[src/sv/packet_command_responder_defines.svh]
// Assertion macros shared by the packet command responder modules
`ifndef PACKET_COMMAND_RESPONDER_DEFINES_SVH
`define PACKET_COMMAND_RESPONDER_DEFINES_SVH

`ifndef ASSERT_OFF
`define PCR_ASSERT(lbl, clk, rst_n, prop) \
    lbl: assert property (@(posedge clk) disable iff (!rst_n) (prop)) \
        else $error("assertion failed");
`define PCR_ASSERT_NEXT(lbl, clk, rst_n, ante, cons) \
    lbl: assert property (@(posedge clk) disable iff (!rst_n) (ante) |=> (cons)) \
        else $error("assertion failed");
`else
`define PCR_ASSERT(lbl, clk, rst_n, prop)
`define PCR_ASSERT_NEXT(lbl, clk, rst_n, ante, cons)
`endif

`endif

[src/sv/pcr_pkg.sv]
// Types and constants of the packet command responder
package pcr_pkg;

    localparam int ACK_BIT = 7;

    localparam logic [6:0] OP_STARTUP = 7'h04;
    localparam logic [6:0] OP_SPECIAL = 7'h09;
    localparam logic [6:0] OP_UNITNUM = 7'h0B;

    localparam logic [7:0] CHAR_V  = 8'h76;
    localparam logic [7:0] CHAR_X  = 8'h78;
    localparam logic [7:0] CHAR_CR = 8'h0D;

    localparam logic [7:0] VERSION_MAJOR = 8'd1;
    localparam logic [7:0] VERSION_MINOR = 8'd0;

    localparam logic [7:0] UNIT_SEL_GET = 8'd1;
    localparam logic [7:0] UNIT_SEL_SET = 8'd2;

    localparam logic [15:0] UNIT_RESET = 16'd4718;

    // Slots of a reply plan, emitted from the lowest set bit upwards
    localparam int PLAN_STARTUP = 0;
    localparam int PLAN_VERSION = 1;
    localparam int PLAN_UNIT    = 2;
    localparam int PLAN_ECHO    = 3;
    localparam int PLAN_W       = 4;

    typedef struct packed {
        logic [7:0] cmd_byte;
        logic [7:0] param_one;
        logic [7:0] param_two;
        logic [7:0] param_three;
    } in_word_t;

    typedef struct packed {
        logic [7:0] out_cmd;
        logic [7:0] out_p1;
        logic [7:0] out_p2;
        logic [7:0] out_p3;
        logic       last_of_run;
    } out_word_t;

    // Classified command: echo packet (command byte already adjusted),
    // reply plan and whether it loads the unit number
    typedef struct packed {
        in_word_t          echo;
        logic [PLAN_W-1:0] plan;
        logic              set_unit;
    } job_t;

endpackage

[src/sv/packet_command_responder.sv]
// Top level of the packet command responder
//
//   port group          direction  word type    meaning
//   s_valid/s_ready     in         in_word_t    one decoded command packet
//   m_valid/m_ready     out        out_word_t   one reply packet, last_of_run on the final one
//
// Each reply packet is one word from the output sequencer; a command with no
// reply still passes through the sequencer, and a command yields 0 to 4 replies.
// Commands wait in a queue of QUEUE_DEPTH words while the sequencer is busy;
// s_ready falls only when that queue is full.
// Reset is synchronous on aresetn low and sets the unit number to 4718.
// A stalled m_ready holds the output word and backs up the queue.
module packet_command_responder #(
    parameter int QUEUE_DEPTH = 4
) (
    input  logic               aclk,
    input  logic               aresetn,
    input  logic               s_valid,
    output logic               s_ready,
    input  pcr_pkg::in_word_t  s_word,
    output logic               m_valid,
    input  logic               m_ready,
    output pcr_pkg::out_word_t m_word
);
    import pcr_pkg::*;

    job_t front_job;
    job_t head_job;
    logic head_valid;
    logic head_pop;

    pcr_front u_front (
        .in_word (s_word),
        .job     (front_job)
    );

    pcr_job_fifo #(
        .DEPTH (QUEUE_DEPTH)
    ) u_queue (
        .aclk     (aclk),
        .aresetn  (aresetn),
        .wr_job   (front_job),
        .wr_valid (s_valid),
        .wr_ready (s_ready),
        .rd_job   (head_job),
        .rd_valid (head_valid),
        .rd_pop   (head_pop)
    );

    pcr_back u_back (
        .aclk       (aclk),
        .aresetn    (aresetn),
        .head_job   (head_job),
        .head_valid (head_valid),
        .head_pop   (head_pop),
        .m_word     (m_word),
        .m_valid    (m_valid),
        .m_ready    (m_ready)
    );

endmodule

[src/sv/pcr_front.sv]
// Front end: decodes an incoming command word into a reply plan
module pcr_front (
    input  pcr_pkg::in_word_t in_word,
    output pcr_pkg::job_t     job
);
    import pcr_pkg::*;

    logic [6:0] opcode;
    logic       ok;
    logic [PLAN_W-1:0] plan;
    logic       set_unit;

    assign opcode = in_word.cmd_byte[6:0];

    always_comb begin
        ok       = 1'b0;
        plan     = '0;
        set_unit = 1'b0;
        unique case (opcode)
            OP_STARTUP: begin
                if (in_word.param_one == 8'd0 && in_word.param_two == 8'd0 &&
                    in_word.param_three == 8'd0) begin
                    ok = 1'b1;
                    plan[PLAN_STARTUP] = 1'b1;
                    plan[PLAN_VERSION] = 1'b1;
                    plan[PLAN_UNIT]    = 1'b1;
                end
            end
            OP_SPECIAL: begin
                if (in_word.param_one == CHAR_V && in_word.param_two == CHAR_X &&
                    in_word.param_three == CHAR_CR) begin
                    ok = 1'b1;
                    plan[PLAN_VERSION] = 1'b1;
                end
            end
            OP_UNITNUM: begin
                if (in_word.param_one == UNIT_SEL_GET && in_word.param_two == 8'd0 &&
                    in_word.param_three == 8'd0) begin
                    ok = 1'b1;
                    plan[PLAN_UNIT] = 1'b1;
                end else if (in_word.param_one == UNIT_SEL_SET) begin
                    ok       = 1'b1;
                    set_unit = 1'b1;
                end
            end
            default: begin
                ok = 1'b0;
            end
        endcase
        plan[PLAN_ECHO] = in_word.cmd_byte[ACK_BIT];
    end

    always_comb begin
        job.echo          = in_word;
        // drop the acknowledge bit from the echo on failure
        job.echo.cmd_byte = ok ? in_word.cmd_byte : {1'b0, in_word.cmd_byte[6:0]};
        job.plan          = plan;
        job.set_unit      = set_unit;
    end

endmodule

[src/sv/pcr_job_fifo.sv]
// Short queue of classified commands between front and back end
`include "packet_command_responder_defines.svh"
module pcr_job_fifo #(
    parameter int DEPTH = 4
) (
    input  logic           aclk,
    input  logic           aresetn,
    input  pcr_pkg::job_t  wr_job,
    input  logic           wr_valid,
    output logic           wr_ready,
    output pcr_pkg::job_t  rd_job,
    output logic           rd_valid,
    input  logic           rd_pop
);
    import pcr_pkg::*;

    localparam int PTR_W = $clog2(DEPTH);
    localparam int CNT_W = $clog2(DEPTH + 1);
    localparam logic [PTR_W-1:0] LAST_IDX = PTR_W'(DEPTH - 1);
    localparam logic [CNT_W-1:0] FULL_CNT = CNT_W'(DEPTH);

    job_t             mem_reg [DEPTH];
    logic [PTR_W-1:0] wr_ptr_reg, wr_ptr_next;
    logic [PTR_W-1:0] rd_ptr_reg, rd_ptr_next;
    logic [CNT_W-1:0] count_reg, count_next;
    logic             push, pop;

    assign wr_ready = (count_reg != FULL_CNT);
    assign rd_valid = (count_reg != '0);
    assign rd_job   = mem_reg[rd_ptr_reg];
    assign push     = wr_valid && wr_ready;
    assign pop      = rd_pop && rd_valid;

    always_comb begin
        wr_ptr_next = wr_ptr_reg;
        rd_ptr_next = rd_ptr_reg;
        count_next  = count_reg;
        if (push) begin
            wr_ptr_next = (wr_ptr_reg == LAST_IDX) ? '0 : wr_ptr_reg + 1'b1;
        end
        if (pop) begin
            rd_ptr_next = (rd_ptr_reg == LAST_IDX) ? '0 : rd_ptr_reg + 1'b1;
        end
        if (push && !pop) begin
            count_next = count_reg + 1'b1;
        end else if (pop && !push) begin
            count_next = count_reg - 1'b1;
        end
    end

    always_ff @(posedge aclk) begin
        if (!aresetn) begin
            wr_ptr_reg <= '0;
            rd_ptr_reg <= '0;
            count_reg  <= '0;
        end else begin
            wr_ptr_reg <= wr_ptr_next;
            rd_ptr_reg <= rd_ptr_next;
            count_reg  <= count_next;
        end
    end

    always_ff @(posedge aclk) begin
        if (push) begin
            mem_reg[wr_ptr_reg] <= wr_job;
        end
    end

    `PCR_ASSERT(a_count_bounded, aclk, aresetn, count_reg <= FULL_CNT)
    `PCR_ASSERT_NEXT(a_push_grows, aclk, aresetn, push && !pop, count_reg == $past(count_reg) + 1'b1)
    `PCR_ASSERT_NEXT(a_pop_shrinks, aclk, aresetn, pop && !push, count_reg == $past(count_reg) - 1'b1)

endmodule

[src/sv/pcr_back.sv]
// Back end: holds the unit number and emits the reply words of each command
`include "packet_command_responder_defines.svh"
module pcr_back (
    input  logic               aclk,
    input  logic               aresetn,
    input  pcr_pkg::job_t      head_job,
    input  logic               head_valid,
    output logic               head_pop,
    output pcr_pkg::out_word_t m_word,
    output logic               m_valid,
    input  logic               m_ready
);
    import pcr_pkg::*;

    logic [PLAN_W-1:0] pend_reg, pend_next;
    job_t              cur_reg;
    logic [15:0]       unit_reg;
    out_word_t         m_word_reg, m_word_next;
    logic              m_valid_reg, m_valid_next;

    logic              advance, have, load;
    job_t              item;
    logic [PLAN_W-1:0] mask, low;

    assign advance  = !m_valid_reg || m_ready;
    assign have     = (pend_reg != '0);
    assign load     = !have && head_valid && advance;
    assign head_pop = load;
    assign item     = have ? cur_reg : head_job;
    assign mask     = have ? pend_reg : (head_valid ? head_job.plan : '0);
    assign low      = mask & (~mask + 1'b1);

    always_comb begin
        pend_next    = pend_reg;
        m_valid_next = m_valid_reg;
        m_word_next  = m_word_reg;
        if (advance) begin
            pend_next    = mask & ~low;
            m_valid_next = (mask != '0);
            if (low[PLAN_STARTUP]) begin
                m_word_next.out_cmd = {1'b0, OP_STARTUP};
                m_word_next.out_p1  = 8'd0;
                m_word_next.out_p2  = 8'd0;
                m_word_next.out_p3  = 8'd0;
            end else if (low[PLAN_VERSION]) begin
                m_word_next.out_cmd = {1'b0, OP_SPECIAL};
                m_word_next.out_p1  = CHAR_V;
                m_word_next.out_p2  = VERSION_MAJOR;
                m_word_next.out_p3  = VERSION_MINOR;
            end else if (low[PLAN_UNIT]) begin
                m_word_next.out_cmd = {1'b0, OP_UNITNUM};
                m_word_next.out_p1  = UNIT_SEL_GET;
                m_word_next.out_p2  = unit_reg[7:0];
                m_word_next.out_p3  = unit_reg[15:8];
            end else begin
                m_word_next.out_cmd = item.echo.cmd_byte;
                m_word_next.out_p1  = item.echo.param_one;
                m_word_next.out_p2  = item.echo.param_two;
                m_word_next.out_p3  = item.echo.param_three;
            end
            m_word_next.last_of_run = ((mask & ~low) == '0);
        end
    end

    always_ff @(posedge aclk) begin
        if (!aresetn) begin
            pend_reg    <= '0;
            m_valid_reg <= 1'b0;
            unit_reg    <= UNIT_RESET;
        end else begin
            pend_reg    <= pend_next;
            m_valid_reg <= m_valid_next;
            // load the unit number as the set command leaves the queue
            if (load && head_job.set_unit) begin
                unit_reg <= {head_job.echo.param_three, head_job.echo.param_two};
            end
        end
    end

    always_ff @(posedge aclk) begin
        if (load) begin
            cur_reg <= head_job;
        end
        m_word_reg <= m_word_next;
    end

    assign m_word  = m_word_reg;
    assign m_valid = m_valid_reg;

    `PCR_ASSERT(a_startup_first, aclk, aresetn, !pend_reg[PLAN_STARTUP])
    `PCR_ASSERT(a_last_drains_plan, aclk, aresetn, !(m_valid_reg && m_word_reg.last_of_run) || pend_reg == '0)
    `PCR_ASSERT_NEXT(a_unit_only_on_set, aclk, aresetn, !(load && head_job.set_unit), $stable(unit_reg))

endmodule

[config.mk]
export PLATFORM = sky130hd
export DESIGN_NAME = packet_command_responder
export DESIGN_NICKNAME = d
export VERILOG_FILES = /design/src/sv/pcr_pkg.sv /design/src/sv/packet_command_responder.sv /design/src/sv/pcr_front.sv /design/src/sv/pcr_job_fifo.sv /design/src/sv/pcr_back.sv
export VERILOG_INCLUDE_DIRS = /design/src /design/src/sv
export SDC_FILE = /design/constraint.sdc
export NUM_CORES = 1
export LEC_CHECK = 0
export BUFFER_PORTS_ARGS = -buffer_cell sky130_fd_sc_hd__buf_2
export CORE_UTILIZATION = 56
export CTS_BUF_LIST = sky130_fd_sc_hd__clkbuf_8
export CTS_CLUSTER_DIAMETER = 80
export DETAILED_ROUTE_END_ITERATION = 16
export GPL_TIMING_DRIVEN = 0
export MAX_ROUTING_LAYER = met4
export PLACE_DENSITY = 0.79
export SLEW_MARGIN = 30
export SYNTH_ARGS = -nofsm -noshare
export SYNTH_HDL_FRONTEND = slang
export SYNTH_SLANG_ARGS = --single-unit
[constraint.sdc]
create_clock -name aclk -period 2.5 [get_ports aclk]
set_input_delay 0.125 -clock aclk [delete_from_list [all_inputs] [get_ports aclk]]
set_output_delay 0.125 -clock aclk [all_outputs]
set_load 0.05 [all_outputs]
Word level (Yosys, flattened, before mapping)
Memory sizes are Yosys's and may differ from the RTL's. A register that Yosys moved wholly into a read port is not among the register bits.
Index checks and enable logic that the tools add are counted.
{"block": "totals", "ramBits": 148, "mem_count": 1, "input_bits": 36, "word_cells": 97, "regBits": 98, "out_inout_bits": 35}
{"block": "op_classes", "n_reduce_logical": 28, "bitwise_logic": 4, "eq_ne": 11, "muxes": 26, "n_addsub": 5}
{"memory": "u_queue.mem_reg", "depth": 4, "word_bits": 37, "read_ports": 1, "rd_ports_with_merged_regs": 1, "wr": 1, "line": "pcr_job_fifo.sv:22", "source": "job_t mem_reg [DEPTH];"}
{"operator": "28-bit 2-to-1 mux", "n": 2}
{"operator": "37-bit 2-to-1 mux", "n": 1}
{"operator": "8-bit logical NOT", "n": 3}
{"operator": "8-bit by 7-bit == test with 1-bit output, second input constant", "n": 2}
{"operator": "7-bit by 4-bit == test with 1-bit output, second input constant", "n": 2}
{"operator": "1-bit logical AND", "n": 13}
{"operator": "1-bit 2-to-1 mux", "n": 10}
{"operator": "3-bit 2-to-1 mux", "n": 3}
{"operator": "4-bit bitwise AND", "n": 2}
{"operator": "8-bit by 1-bit == test with 1-bit output, second input constant", "n": 1}
{"operator": "8-bit by 2-bit == test with 1-bit output, second input constant", "n": 1}
{"operator": "8-bit by 4-bit == test with 1-bit output, second input constant", "n": 1}
{"operator": "2-bit 2-to-1 mux", "n": 4}
{"operator": "4-bit 2-to-1 mux", "n": 2}
{"operator": "8-bit 2-to-1 mux", "n": 1}
{"operator": "4-bit inverter", "n": 2}
{"operator": "4-bit nonzero test", "n": 2}
{"operator": "7-bit by 3-bit == test with 1-bit output, second input constant", "n": 1}
{"operator": "2-bit by 1-bit adder with 2-bit output, second input constant", "n": 2}
{"operator": "4-bit by 1-bit adder with 4-bit output, second input constant", "n": 1}
{"operator": "2-bit == test, second input constant", "n": 2}
{"operator": "1-bit logical NOT", "n": 4}
{"operator": "4-bit logical NOT", "n": 1}
{"operator": "1-bit case mux with 2 select lines", "n": 2}
{"operator": "9 further kinds", "n": 9}

Logic depth before layout (Yosys ltp)
Gate-level depths: netlist (run 1).
{"block": "logic_depth", "depth_word": 9, "depth_mapped": 10, "ltp_nobuf": 9}

By module
Synthesis (run 1) repeated with hierarchy kept, for this count alone.
{"block": "hier_totals", "cells_unflattened": 590, "hier_area_um2": 9834.4}
{"mod": "pcr_job_fifo", "seq_area_each_um2": 4624.4, "instances": 1, "area_per_inst_um2": 5818.1, "cells_each": 244}
{"mod": "pcr_back", "seq_area_each_um2": 2352.3, "instances": 1, "area_per_inst_um2": 3558.4, "cells_each": 281}
{"mod": "pcr_front", "seq_area_each_um2": 0.0, "instances": 1, "area_per_inst_um2": 457.9, "cells_each": 65}

Worst setup path before layout (run 1)
OpenSTA, ideal clock, no wires.
{"block": "synth_timing", "kind": "flip-flop to flip-flop", "start": "register u_back.m_valid_reg, in the netlist u_back.m_valid", "end": "register u_queue.count_reg[2]", "arrival_time_ps": 3070, "required_time_ps": 2424, "path_buffers": 0, "path_stages_with_launch": 10, "slack_ps": -646, "period_less_slack_ps": 3146, "setup_time_ps": 76, "cell_sequence": "dfxtp_1 nor2b_1 inv_1 nand3_1 ha_1 inv_1 fa_1 xor2_1 or3_1 a21boi_0"}
{"block": "synth_between", "elab_chain_len": 7, "elab_cells_between_ends": 9, "cone_classes": "1 x mux; 8 x reduce/logical"}
{"element": "start, declared", "line": "pcr_back.sv:19", "source": "logic m_valid_reg, m_valid_next;"}
{"element": "start signal, assigned", "line": "pcr_back.sv:72", "source": "m_valid_reg <= m_valid_next;"}
{"element": "1-bit logical NOT (*)", "line": "pcr_back.sv:25", "source": "assign advance = !m_valid_reg || m_ready;"}
{"element": "1-bit logical OR (*)", "line": "pcr_back.sv:25"}
{"element": "1-bit logical AND (*)", "line": "pcr_back.sv:27", "source": "assign load = !have && head_valid && advance;"}
{"element": "1-bit logical AND (*)", "line": "pcr_job_fifo.sv:32", "source": "assign pop = rd_pop && rd_valid;"}
{"element": "1-bit logical NOT", "line": "pcr_job_fifo.sv:44", "source": "if (push && !pop) begin"}
{"element": "1-bit logical AND", "line": "pcr_job_fifo.sv:44"}
{"element": "3-bit 2-to-1 mux / 2-bit nonzero test (equally long branches)"}
{"element": "end signal, assigned", "line": "pcr_job_fifo.sv:59", "source": "count_reg <= count_next;"}
{"element": "end, declared", "line": "pcr_job_fifo.sv:25", "source": "logic [CNT_W-1:0] count_reg, count_next;"}
Every way passes the cells marked *; elsewhere a longest branch is shown, timed or not.
A chain may end at the register's enable or synchronous reset.

Worst setup path in the final report (run 1)
{"block": "layout_timing", "start": "register u_queue.count_reg[0]", "end": "register u_queue.count_reg[2]"}
{"block": "layout_between", "elab_chain_len": 7, "elab_cells_between_ends": 15, "cone_classes": "2 x add/sub; 1 x eq/ne; 2 x mux; 10 x reduce/logical"}
{"element": "parallel branches: the longest is 7 deep, another holds 3-bit by 1-bit subtractor with 3-bit output"}
Several ways; the timed one is not identified. The select of a mux whose other input is x is not followed.

==> results.toml, run 1 <==
[power_and_ir_drop]
peakVddDrop_v = 0.000721
combPwrFrac_pct = 38.1
p_leak_nw = 4.10
p_sw_share_pct = 37.7
power.total_w = 0.0146
clkPwrFrac_pct = 20.5
internal_power_w = 0.00913
p_per_area_mw_per_mm2 = 1310
seqPwrFrac_pct = 41.4
switchingPower_w = 0.00551

[critical_path]
cpLargestDelayFamily = "simple AND/OR/NAND/NOR gates"
reg2reg_from = "u_queue.count_reg[0]"
critPathMaxStageDelay_ns = 0.36
crit_required_ns = 2.95
cp-start-kind = "flip-flop"
cp_common_cell = "or3_1"
crit_type = "flip-flop to flip-flop"
critPathSlowestCell = "or3_1"
reg2reg_slack_ns = 0.16
end_kind = "flip-flop"
crit_chain = "or3_1 -> clkbuf_1 -> nand3_4 -> ha_4 -> inv_1 -> fa_2 -> xor2_1 -> or3_1 -> a21boi_1"
cp_data_arrival_time_ns = 2.80
worst-path-buf-inv = 2
worstRegToRegCells = 9
reg2reg_to = "u_queue.count_reg[2]"
cp_max_fo = 7

[layout]
fin_nets = 764
n_antenna_cell = 0
layout.filler_cells = 1063
area_growth_pct = 18.6
ff_latch_area_mm2 = 0.00698
multiInputGateArea_mm2 = 0.00237
largest_reg_flops = 148
final_layout_size_suffix_gt1_share_pct = 25.4

[route]
ant_nets = 0
wirelength_mm = 18.7
via_per_inst = 5.67
drt-initial-drc-count = 485
route.detailed.wl_per_inst_um = 19.3
vias = 5484
drcViolationCount = 0
firstDrtPassIters = 5

[clocking]
cts_root_buffer = "clkbuf_8"
cts_max_level = 2
path_clk_slew_ns = 0.06
numClockSinks = 242
clk_latency_ns = 0.53
cts_tree = "built"
clk_path_buf_depth = 3
cts_buffers = 38

[logic_synthesis]
ys_types = 45
yosysWarnings = 0
synthTopCellsByCount = "edfxtp_1 (213), nand2_1 (85), mux4_2 (37), dfxtp_1 (29), nor2_1 (25)"
ys_ff_latch = 242
synth_top_area_share_pct = 67.6
synthTopCellsByArea = "edfxtp_1 (68%), mux4_2 (8.8%), dfxtp_1 (6.1%)"
ys_seq_area_share_pct = 73.8
synth_ff_type = "edfxtp_1"
synth_cells = 575
synth_top_area_cell = "edfxtp_1"
async_flop_share_pct = 0
yosysMostFrequentCell = "edfxtp_1"
synth-edff-count = 213
avgSynthCellArea_um2 = 16.4
syn-num-nets = 618
synth_area_mm2 = 0.00946

[floorplan]
die_h_um = 132
core_mm2 = 0.0165
io_pins = 71
start_util_pct = 57.2
die-area_mm2 = 0.0174
rows = 47
die_x_um = 132

[global_routing]
grt_pass1_wl_mm = 29.0
grt_use_met1_pct = 28.8
gr-usage-all-layers_pct = 22.9
gr-usage-met2_pct = 37.2
grt_max_degree = 38
antenna_found_initial = 0
overflow = 0
busiest_layer = "met2"
use_met3_pct = 4.19
grt_pass1_vias = 5419

[timing]
min_period_ns = 2.34
finClkSkew_ns = 0.0256
setup_viol = 0
finalCritPeriodShare_pct = 93.8
drv_slew = 0
fin_tns_setup_ns = 0
finalHoldViolations = 0
worst_slew_pin_slew_ns = 0.734
max-slew-margin-rel_pct = 50.8
max_freq_ghz = 0.427
rsz0062_at_grt = "no"

[hold_path]
hp-class = "input port to flip-flop"
hold_end = "u_back.unit_reg[10]"
hold_start = "aresetn"
hold-path-cell-count = 2

[placed_design]
dp_hpwl_mm = 12.2
place_congestion = 0.779
port-buffer-count = 69

[status]
outcome = "finished, final reports clean"

[job]
maxCapViolCount = 0
layout by cell type, fill, tap and decap left out, drive strengths merged, types with 2 or more instances in the layout:
master and instances:
edfxtp 213, clkinvlp 3, nand4b 3, nand4 5, inv 14, dlygate4sd3 33, nor2 25, nor3 9
mux2i 20, and3 6, or3 6, or4 2, buf 86, a41oi 2, nand2 87, dfxtp 29
o21ai 18, nand3 20, a21oi 13, nor2b 15, and2 3, clkbuf 58, mux4 37, a31oi 4
nor4 3, ha 6, clkinv 14, a21boi 3
how the worst max path moves through the flow:
stage	end	from	cells past startpoint
after global routing	u_back.m_word[12]	u_back.pend_reg[1]	6
after CTS	u_back.m_word[3]	u_back.pend_reg[1]	6
after detailed placement	u_back.unit_reg[2]	u_back.m_valid	8
after floorplan	u_queue.count_reg[2]	u_back.m_valid	9
after global placement	u_back.unit_reg[2]	u_back.m_valid	8
final	u_queue.count_reg[2]	u_queue.count_reg[0]	9
final cells by class:
cell class	instances	share of cell area, %
inverter	6	0.257
timing repair inverter	1	0.0446
clock inverter	24	0.882
clock buffer	43	5.28
sequential	242	62.3
timing repair buffer	105	6.45
multi-input combinational	298	21.2
tap	220	2.46
buffer	29	1.21
cells by family after synthesis:
kind of cell | after synthesis | share of synthesized area (%)
adder cells (fa/ha/maj) | 7 | 1.01
flip-flops | 242 | 73.8
multiplexers | 57 | 10.9
buffers and inverters | 35 | 1.67
XOR/XNOR | 2 | 0.185
AO/OA/AOI/OAI | 46 | 3.16
AND/OR/NAND/NOR | 186 | 9.26
power groups by stage:
stage	sequential, W	combinational, W	clock [W]
5_1_grt	0.00614	0.00603	0.00323
2_1_floorplan	0.00703	0.00318	0
6_report	0.00607	0.00558	0.00300
3_3_place_gp	0.00609	0.00531	0
4_1_cts	0.00606	0.00557	0.00306
3_5_place_dp	0.00614	0.00548	0
per-layer routing:
layer  vias up  wire, um
met5         -         0
met4         0       440
met3        31      1270
met2       241      9380
met1      2710      7630
li1       2502         -
worst reg2reg max path, delay by kind of cell, from the launching register on:
kind	cells	cell delay, ns
xor+xnor	1	0.15
compound gates	1	0.13
simple gates	3	0.86
flops	1	0.35
fa+ha+maj	2	0.48
buf+inv	2	0.29
through the flow:
step                      hold slack, ns  utilization (%)  instance area, um2  cells  setup slack (ns)
after floorplan                    0.224                -                9500    575           -0.0655
after global placement             0.349             61.2               10100    864            -0.232
after detailed placement           0.357             61.6               10200    866            -0.360
after CTS                         0.0269             67.8               11200    968            0.0488
after global routing              0.0470             67.9               11200    968           0.00175
final                             0.0781             67.9               11200    968             0.156
repair_timing:
item / 4_1_cts / 5_1_grt
gates resized for setup: 1 / 1
cloned: 1 / 0
endpoints found under the hold margin: 129 / 0
setup endpoints to repair: 19 / 11
pin swaps: 0 / 0
buffers inserted: 1 / 0
hold buffers: 33 / 0
(Power assumes the default switching activity.)
==> inputs of run 2 (changes only) <==
- SYNTH_HIERARCHICAL: unset -> 1
==> results.toml, run 2 <==
[hold_path]
hp-class = "input port to flip-flop"

[clocking]
numClockSinks = 242
cts_tree = "built"
cts_max_level = 2
cts_root_buffer = "clkbuf_8"
clk_path_buf_depth = 3
cts_buffers = 38
path_clk_slew_ns = 0.06
clk_latency_ns = 0.52

[global_routing]
grt_pass1_vias = 5693
grt_pass1_wl_mm = 30.1
gr-usage-all-layers_pct = 23.0
antenna_found_initial = 0
grt_max_degree = 38
overflow = 0

[route]
route.detailed.wl_per_inst_um = 19.5
ant_nets = 0
drt-initial-drc-count = 528
via_per_inst = 5.64
firstDrtPassIters = 5
wirelength_mm = 19.5
drcViolationCount = 0
vias = 5636

[placed_design]
dp_hpwl_mm = 12.5
port-buffer-count = 70
placed_area_mm2 = 0.0105
place_congestion = 0.820

[timing]
max_freq_ghz = 0.400
worst_slew_pin_slew_ns = 0.845
finalHoldViolations = 0
drv_slew = 0
finalCritPeriodShare_pct = 100
hold_slack_ns = 0.163
max-slew-margin-rel_pct = 43.3
setup_viol = 1
rsz0062_at_grt = "yes"
min_period_ns = 2.50
setup_slack_ns = -0.0000346
finClkSkew_ns = 0.00922

[job]
maxCapViolCount = 0

[critical_path]
critPathMaxStageDelay_ns = 0.42
crit_chain = "or3_4 -> nor2b_4 -> and3_4 -> o31ai_4 -> ha_4 -> inv_2 -> fa_2 -> xor2_2 -> or3_4 -> a21boi_2"
end_kind = "flip-flop"
crit_type = "flip-flop to flip-flop"
cp_data_arrival_time_ns = 2.95
cp_max_fo = 4
critPathSlowestCell = "or3_4"
cp-start-kind = "flip-flop"
worst-path-buf-inv = 1
crit_required_ns = 2.95
cpLargestDelayFamily = "simple AND/OR/NAND/NOR gates"
cp_common_cell = "or3_4"

[logic_synthesis]
yosysMostFrequentCell = "edfxtp_1"
synth_area_mm2 = 0.00983
ys_types = 61
yosysWarnings = 6
ys_seq_area_share_pct = 70.9
synth_ff_type = "edfxtp_1"
synth-edff-count = 213
synth_top_area_cell = "edfxtp_1"
syn-num-nets = 633
synth_cells = 590
synthTopCellsByCount = "edfxtp_1 (213), nand2_1 (75), buf_4 (45), mux4_2 (37), dfxtp_1 (29)"
synth_top_area_share_pct = 65.0
ys_ff_latch = 242
async_flop_share_pct = 0
synthTopCellsByArea = "edfxtp_1 (65%), mux4_2 (8.5%), dfxtp_1 (5.9%)"
avgSynthCellArea_um2 = 16.7

[power_and_ir_drop]
p_leak_nw = 4.34
peakVddDrop_v = 0.000727
p_per_area_mw_per_mm2 = 1210

[status]
violations = "negative setup slack"
outcome = "finished, violations left"

[layout]
final_common_cell = "edfxtp_1"
n_antenna_cell = 0
area_growth_pct = 19.2
multiInputGateArea_mm2 = 0.00247
largest_reg_flops = 148
fin_nets = 790
final_cell_mix = "edfxtp_1 (213), buf_2 (79), nand2_1 (75)"
ff_latch_area_mm2 = 0.00699
stdcell_area_mm2 = 0.0117
layout.filler_cells = 1111
final_layout_size_suffix_gt1_share_pct = 34.9

[floorplan]
die_h_um = 135
io_pins = 71
start_util_pct = 57.1
core_mm2 = 0.0172
die_x_um = 135
rows = 48
die-area_mm2 = 0.0181
## run 2: area by class of cell
cell class	count	share of cell area, %
Buffer	60	3.65
Clock buffer	43	5.05
Clock inverter	24	1.07
Inverter	8	0.288
Multi-Input combinational cell	279	21.1
Sequential cell	242	59.6
Tap cell	225	2.40
Timing Repair Buffer	116	6.77
Timing Repair inverter	2	0.0854
## run 2: repair_timing
| action | 4_1_cts | 5_1_grt |
|---|---|---|
| gates cloned | 3 | 0 |
| pin swaps | 2 | 4 |
| setup buffers | 6 | 5 |
| gates resized for setup | 8 | 2 |
| hold endpoints to repair | 129 | 0 |
| endpoints found under the setup margin | 23 | 3 |
| hold buffers | 34 | 0 |
## run 2: path summary, 6_finish.rpt
kind / startpoint / to / slack, ns / cells after the start
worst min register to register: u_back/unit_reg[9] / u_back/unit_reg[9] / 0.49 / 2
worst max register to register: u_queue/count_reg[1] / u_queue/count_reg[2] / -0.00003 / 10
worst max-delay path: u_queue/count_reg[1] / u_queue/count_reg[2] / -0.00003 / 10
worst min-delay path: aresetn / u_back/unit_reg[9] / 0.16 / 3
## run 2: cell families (layout without fill, tap and decap cells)
logic type,count (synthesis),count (layout),share of synthesized area [%]
XOR/XNOR,2,2,0.178
AND/OR/NAND/NOR,155,156,8.03
adder cells (fa/ha/maj),7,7,0.967
buffers and inverters,70,253,4.73
flip-flops,242,242,70.9
multiplexers,62,62,11.1
AO/OA/AOI/OAI,52,52,4.06
## run 2: report_power, final
group | internal (W) | switching (W)
clock | 0.00167 | 0.00144
combinational | 0.00180 | 0.00328
sequential | 0.00573 | 0.000280
total | 0.00921 | 0.00500
## run 2: tightest hold or removal path, delay by kind of cell
| family | cells | cell delay (ns) |
|---|---|---|
| buffers and inverters | 2 | 0.41 |
| AND/OR/NAND/NOR | 1 | 0.12 |
## run 2: layer usage
layer / wire length, um / vias to the layer above / global-route usage [%] / share of wire, %
met1: 7770 / 2794 / 29.2 / 40
li1: - / 2565 / - / -
met5: 0 / - / - / 0
met2: 9810 / 249 / 36.6 / 50
met3: 1480 / 28 / 5.48 / 7.6
met4: 402 / 0 / 8.49 / 2.1
## run 2: stage by stage
stage / util (%) / std cells / setup slack [ns] / power, W / TNS [ns]
after floorplan: - / 590 / -0.496 / 0.00965 / -0.741
after global placement: 61.0 / 885 / -0.668 / 0.0106 / -1.19
after detailed placement: 61.0 / 885 / -0.831 / 0.0108 / -1.91
after CTS: 67.6 / 993 / -0.00125 / 0.0141 / -0.00125
after global routing: 68.0 / 999 / -0.0424 / 0.0148 / -0.0424
final: 68.0 / 999 / -0.0000346 / 0.0142 / -0.0000346
